--- config.mk ---
export PLATFORM = sky130hd
export DESIGN_NAME = salc_ctrl
export DESIGN_NICKNAME = d
export VERILOG_FILES = /design/src/rtl/salc_pkg.sv /design/src/rtl/salc_ctrl.sv
export SDC_FILE = /design/constraint.sdc
export NUM_CORES = 1
export LEC_CHECK = 0
export ABC_AREA = 1
export BUFFER_PORTS_ARGS = -buffer_cell sky130_fd_sc_hd__buf_2
export CAP_MARGIN = 20
export CORE_AREA = 2 2 39 41
export CTS_BUF_LIST = sky130_fd_sc_hd__clkbuf_4
export DETAILED_ROUTE_END_ITERATION = 10
export DIE_AREA = 0 0 41 43
export HOLD_SLACK_MARGIN = 0.06
export PLACE_DENSITY = 0.39
export SLEW_MARGIN = 20
export SYNTH_ARGS = -nofsm -noshare
export SYNTH_HDL_FRONTEND = slang
export SYNTH_SLANG_ARGS = --single-unit
--- constraint.sdc ---
create_clock -name clk -period 1.52 [get_ports clk]
set_input_delay 0.304 -clock clk [delete_from_list [all_inputs] [get_ports clk]]
set_output_delay 0.304 -clock clk [all_outputs]
set_load 0.03 [all_outputs]
--- src/rtl/salc_pkg.sv ---
// Shared types and constants for the set-associative LRU cache model.
// No dependencies.
`default_nettype none
package salc_pkg;
	localparam int MaxSetBits = 6;
	localparam int MaxWays    = 8;
	localparam int SetCount   = 1 << MaxSetBits;
	localparam int WayBits    = (MaxWays > 1) ? $clog2(MaxWays) : 1;
	localparam int WayCntBits = $clog2(MaxWays + 1);
	localparam int SetBits    = (MaxSetBits > 0) ? MaxSetBits : 1;
	localparam int RankBits   = WayBits;
	localparam int RowWidth   = MaxWays * (32 + RankBits);

	localparam logic [1:0] CFG_OFFSET = 2'd0;
	localparam logic [1:0] CFG_SETS   = 2'd1;
	localparam logic [1:0] CFG_WAYS   = 2'd2;

	typedef struct packed {
		logic clear;   // write one set of the clearing pass
		logic load;    // latch a new item
		logic lookup;  // capture set row, evaluate
		logic commit;  // write back row, update totals
	} salc_cmd_t;

	typedef struct packed {
		logic clr_last; // clearing pass is at its last set
		logic second;   // current access is the second of a modify
		logic is_mod;
	} salc_sts_t;
endpackage
`default_nettype wire

--- src/rtl/salc_ctrl.sv ---
// Controller: runs the clearing pass and sequences load, lookup and commit for each item.
// Depends on salc_pkg.
`default_nettype none
module salc_ctrl import salc_pkg::*; (
	input  wire        clk,
	input  wire        arst_n,
	input  wire        in_valid,
	output logic       in_ready,
	output logic       out_valid,
	input  wire        out_ready,
	input  salc_sts_t  sts,
	output salc_cmd_t  cmd
);
	localparam logic [2:0] ST_IDLE  = 3'd0;
	localparam logic [2:0] ST_READ  = 3'd1;
	localparam logic [2:0] ST_LOOK  = 3'd2;
	localparam logic [2:0] ST_EVAL  = 3'd3;
	localparam logic [2:0] ST_CLEAR = 3'd4;

	logic [2:0] state_q;
	logic       ov_q;
	logic       out_free;

	assign out_free  = !ov_q || out_ready;
	assign in_ready  = (state_q == ST_IDLE);
	assign out_valid = ov_q;

	always_comb begin
		cmd = '0;
		cmd.clear  = (state_q == ST_CLEAR);
		cmd.load   = in_valid && in_ready;
		cmd.lookup = (state_q == ST_LOOK);
		cmd.commit = (state_q == ST_EVAL) && out_free;
	end

	always_ff @(posedge clk or negedge arst_n) begin
		if (!arst_n) begin
			state_q <= ST_CLEAR;
			ov_q    <= 1'b0;
		end else begin
			if (cmd.commit) ov_q <= 1'b1;
			else if (out_ready) ov_q <= 1'b0;
			case (state_q)
				ST_CLEAR: if (sts.clr_last) state_q <= ST_IDLE;
				ST_IDLE: if (in_valid) state_q <= ST_READ;
				ST_READ: state_q <= ST_LOOK;
				ST_LOOK: state_q <= ST_EVAL;
				ST_EVAL: if (out_free) begin
					state_q <= (sts.is_mod && !sts.second) ? ST_READ : ST_IDLE;
				end
				default: state_q <= ST_IDLE;
			endcase
		end
	end

	a_commit_frees: assert property (@(posedge clk) disable iff (!arst_n)
		cmd.commit |=> out_valid) else $error("result not presented");
	a_no_load_busy: assert property (@(posedge clk) disable iff (!arst_n)
		(state_q != ST_IDLE) |-> !cmd.load) else $error("load while busy");
	a_lookup_then: assert property (@(posedge clk) disable iff (!arst_n)
		cmd.lookup |=> state_q == ST_EVAL) else $error("lookup sequence broken");
endmodule
`default_nettype wire

Word level (Yosys, flattened, before mapping)
Cells that the tools add are included.
- register bits after elaboration: 4
- input port bits: 7
- output and inout bits: 6
- word-level logic and storage cells: 25
- eq/ne operators: 7
- mux-type cells: 7
- reductions and logical operators: 9
- operators by type and width (cell ; number):
    3-bit one-hot mux with 5 select lines ; 1
    3-bit 2-to-1 mux ; 3
    3-bit by 2-bit == test with 1-bit output (second input constant) ; 2
    2-bit inequality test (second input constant) ; 3
    3-bit by 1-bit == test with 1-bit output (second input constant) ; 1
    3-bit == test (second input constant) ; 1
    1-bit logical AND ; 3
    3-bit logical NOT ; 1
    1-bit 2-to-1 mux ; 3
    3-bit AND reduction ; 1
    1-bit logical NOT ; 2
    2-bit nonzero test ; 1
    1-bit logical OR ; 1

Longest topological paths before layout
- depth in word-level cells: 5
- gate-level depth with buffers: 5

Least setup slack after synthesis
OpenSTA, ideal clock, no wires.
- kind: register to output
- start: register state_q[0]
- end: output cmd[1] in the netlist's numbering
- setup slack: 0.081 ns
- stages on the path, launching flop included: 2
- buffers on the path: 0
- arrival: 1.135 ns
- path through: dfrtp_1 > nor3b_1
- RTL lines (what ; RTL line ; RTL):
    start, declared ; salc_ctrl.sv:20 ; logic [2:0] state_q;
    start signal, assigned ; salc_ctrl.sv:49 ; state_q <= (sts.is_mod && !sts.second) ? ST_READ : ST_IDLE;
    end, declared ; salc_ctrl.sv:12 ; output salc_cmd_t cmd

==> impl_results.md <==
- Routed wire length: 503 um
- Met2 Usage GRT: 0.109
- Total GRT Usage: 0.0665
- Vias per cell: 3.63
- Critical path class: flip-flop to primary output
- Yosys reg bits: 4
- First-pass GRT wire length: 752 um
- Root Driver: clkbuf_4
- Largest net degree at the start of global routing: 6
- Pre-CTS setup slack: 274 ps
- Post-layout util: 0.267
- Vias: 243
- Power per cell area: 2060 mW/mm^2
- Syn avg cell area: 6.79 sq um
- Final Cell Area: 369 sq um
- Vias in the first global route: 228
- Clk buf depth: 2
- CP required: 1220 ps
- Levels on crit path: 3
- Sw Pwr: 0.342 mW
- Ys Warns: 0
- Met3 Use GR: 0.0157
- DIE AREA: 0.00176 sq mm
- Post-route DRC: 0
- Die X: 41 um
- # nets final: 59
- Leading cell type in the layout, fill and taps excluded: buf_2
- CP Launch Type: flip-flop
- Gate Count Post-Synth: 33
- Unique masters post-synth: 10
- Worst Path Arrival: 1140 ps
- Port-buffer cells: 12
- R2r setup slk: 560 ps
- Crit-path cells: inv_2 > nor2_1 > buf_2
- Max Cap Viol: 0
- Final hold violation count: 0
- Pwr Total: 0.760 mW
- Worst reg2reg path startpoint: state_q[2]
- Starting density of the core: 0.162
- 1st-pass router iterations: 1
- Post-DP Area: 304 sq um
- CTS buffer count: 3
- Initial antenna violation count: 0
- Fmax: 693 MHz
- CP Capture Point: cmd[3]
- Cell family with most CP delay: flip-flops
- Register area share after synthesis: 0.453
- Insertion delay to the later sink of the worst-skew pair: 230 ps
- Fin crit share: 0.950
- Synthesized Nets: 40
- DR WL/cell: 7.51 um
- Antenna Nets Post-Route: 0
- CP Capture Type: primary output
- Ant diodes: 0
- Chip Height: 43 um
- Worst IR Drop VDD: 454 uV
- Flop pwr share: 0.271
- RePlAce Congestion: 0.588
- Reg2Reg Depth: 4
- Status: finished clean
- Iter 0 DRT Violations: 0
- Combinational power share: 0.521
- Layout cells sized above 1: 0.471
- Area Growth Syn to Fin: 64.8%
- Worst-Margin Slew: 176 ps
- H-tree Lvls: 1
- Internal: 0.418 mW
- Netlist Area Pre-Place: 224 sq um
- CP max stage delay: 560 ps
- Final setup vio count: 0
- Clk slew on worst S/H paths: 40 ps
- Clock share of power: 0.208
- DP HPWL: 416 um
- Tmin final: 1440 ps
- Core ar.: 0.00138 sq mm
- Relative slew slack: 0.883
- Max-slew violation count: 0
- Worst setup margin: 76.1 ps
- Lkg Pwr: 0.217 nW
- WP buf/inv: 2
- IO Pins: 13
- Critical Path Start: state_q[2]
- # clock sinks: 4
- Grt peak-use layer: met2
- Hold Path Class: input pin to flip-flop
- Core Rows: 14
- GRT overflow: 0
- TritonCTS clock tree: built
- CP Max Fanout: 5
- Commonest non-fill, non-tap cells in the layout: 10 x buf_2, 8 x inv_1, 6 x nand2_1
- Final Skew: 5.07 ps
- Met1 Use GR: 0.0619
- Sw frac: 0.450
- Reg-to-reg endpoint: state_q[0]
- Slowest-stage cell, CP: dfstp_2
[cells in the mapped netlist]
master	number	area share
nand2_1	7	0.12
nor2_2	1	0.028
nand3_1	4	0.089
inv_1	9	0.15
dfrtp_1	3	0.34
nor2_1	5	0.084
nor3b_1	1	0.034
o21ai_1	1	0.022
dfstp_2	1	0.12
o21ai_0	1	0.022
[layer usage]
layer / vias to the layer above / part of all wire
met5: - / 0
met4: 0 / 0
met3: 0 / 0.064
met2: 4 / 0.57
met1: 106 / 0.36
li1: 133 / -
[layout make-up]
| type | instances | area, sq um |
|---|---|---|
| Fill cell | 178 | 1010 |
| Sequential cell | 4 | 104 |
| Multi-Input combinational cell | 20 | 98.8 |
| Timing Repair Buffer | 14 | 82.6 |
| Inverter | 9 | 33.8 |
| Clock buffer | 4 | 30.0 |
| Tap cell | 16 | 20.0 |
[through the flow]
stage               hold slack [ps]  TNS (ps)  cells
finish                          286         0     67
global route                    310     -17.5     67
CTS                             285         0     66
detailed placement              112         0     61
global placement                113         0     61
floorplan                      8.41         0     33
[what timing repair did]
| action | CTS | global route |
|---|---|---|
| endpoints found under the setup margin | 0 | 4 |
| resized for setup | 0 | 10 |
| hold buffers | 1 | 0 |
| setup buffers | 0 | 1 |
| endpoints found under the hold margin | 4 | 0 |
[registers in the layout (all words and copies together) (netlist names)]
signal     cells
out_valid      1
state_q        3
[how the worst min path moves through the flow]
stage | depth (start not counted) | slack, ps | from | end
final | 2 | 290 | out_ready | out_valid
after global routing | 2 | 310 | out_ready | out_valid
after CTS | 2 | 280 | out_ready | out_valid
after detailed placement | 1 | 110 | arst_n | state_q[0]
after global placement | 1 | 110 | arst_n | state_q[0]
after floorplan | 0 | 8 | arst_n | out_valid
[power groups by stage]
stage          combinational (mW)  clock [mW]  sequential [mW]
3_3_place_gp                0.357           0            0.187
2_1_floorplan               0.234           0            0.209
4_1_cts                     0.358       0.169            0.186
3_5_place_dp                0.355           0            0.188
5_1_grt                     0.444       0.176            0.214
6_report                    0.396       0.158            0.206
[cell families (layout without fill, tap and decap cells)]
logic type / count (synthesis) / in the layout / synth area share
buffers and inverters: 9 / 27 / 0.151
DFF: 4 / 4 / 0.453
AOI/OAI and AO/OA: 2 / 2 / 0.0446
and+or+nand+nor: 18 / 18 / 0.352
Note: power is estimated with default switching activity, not from simulation.
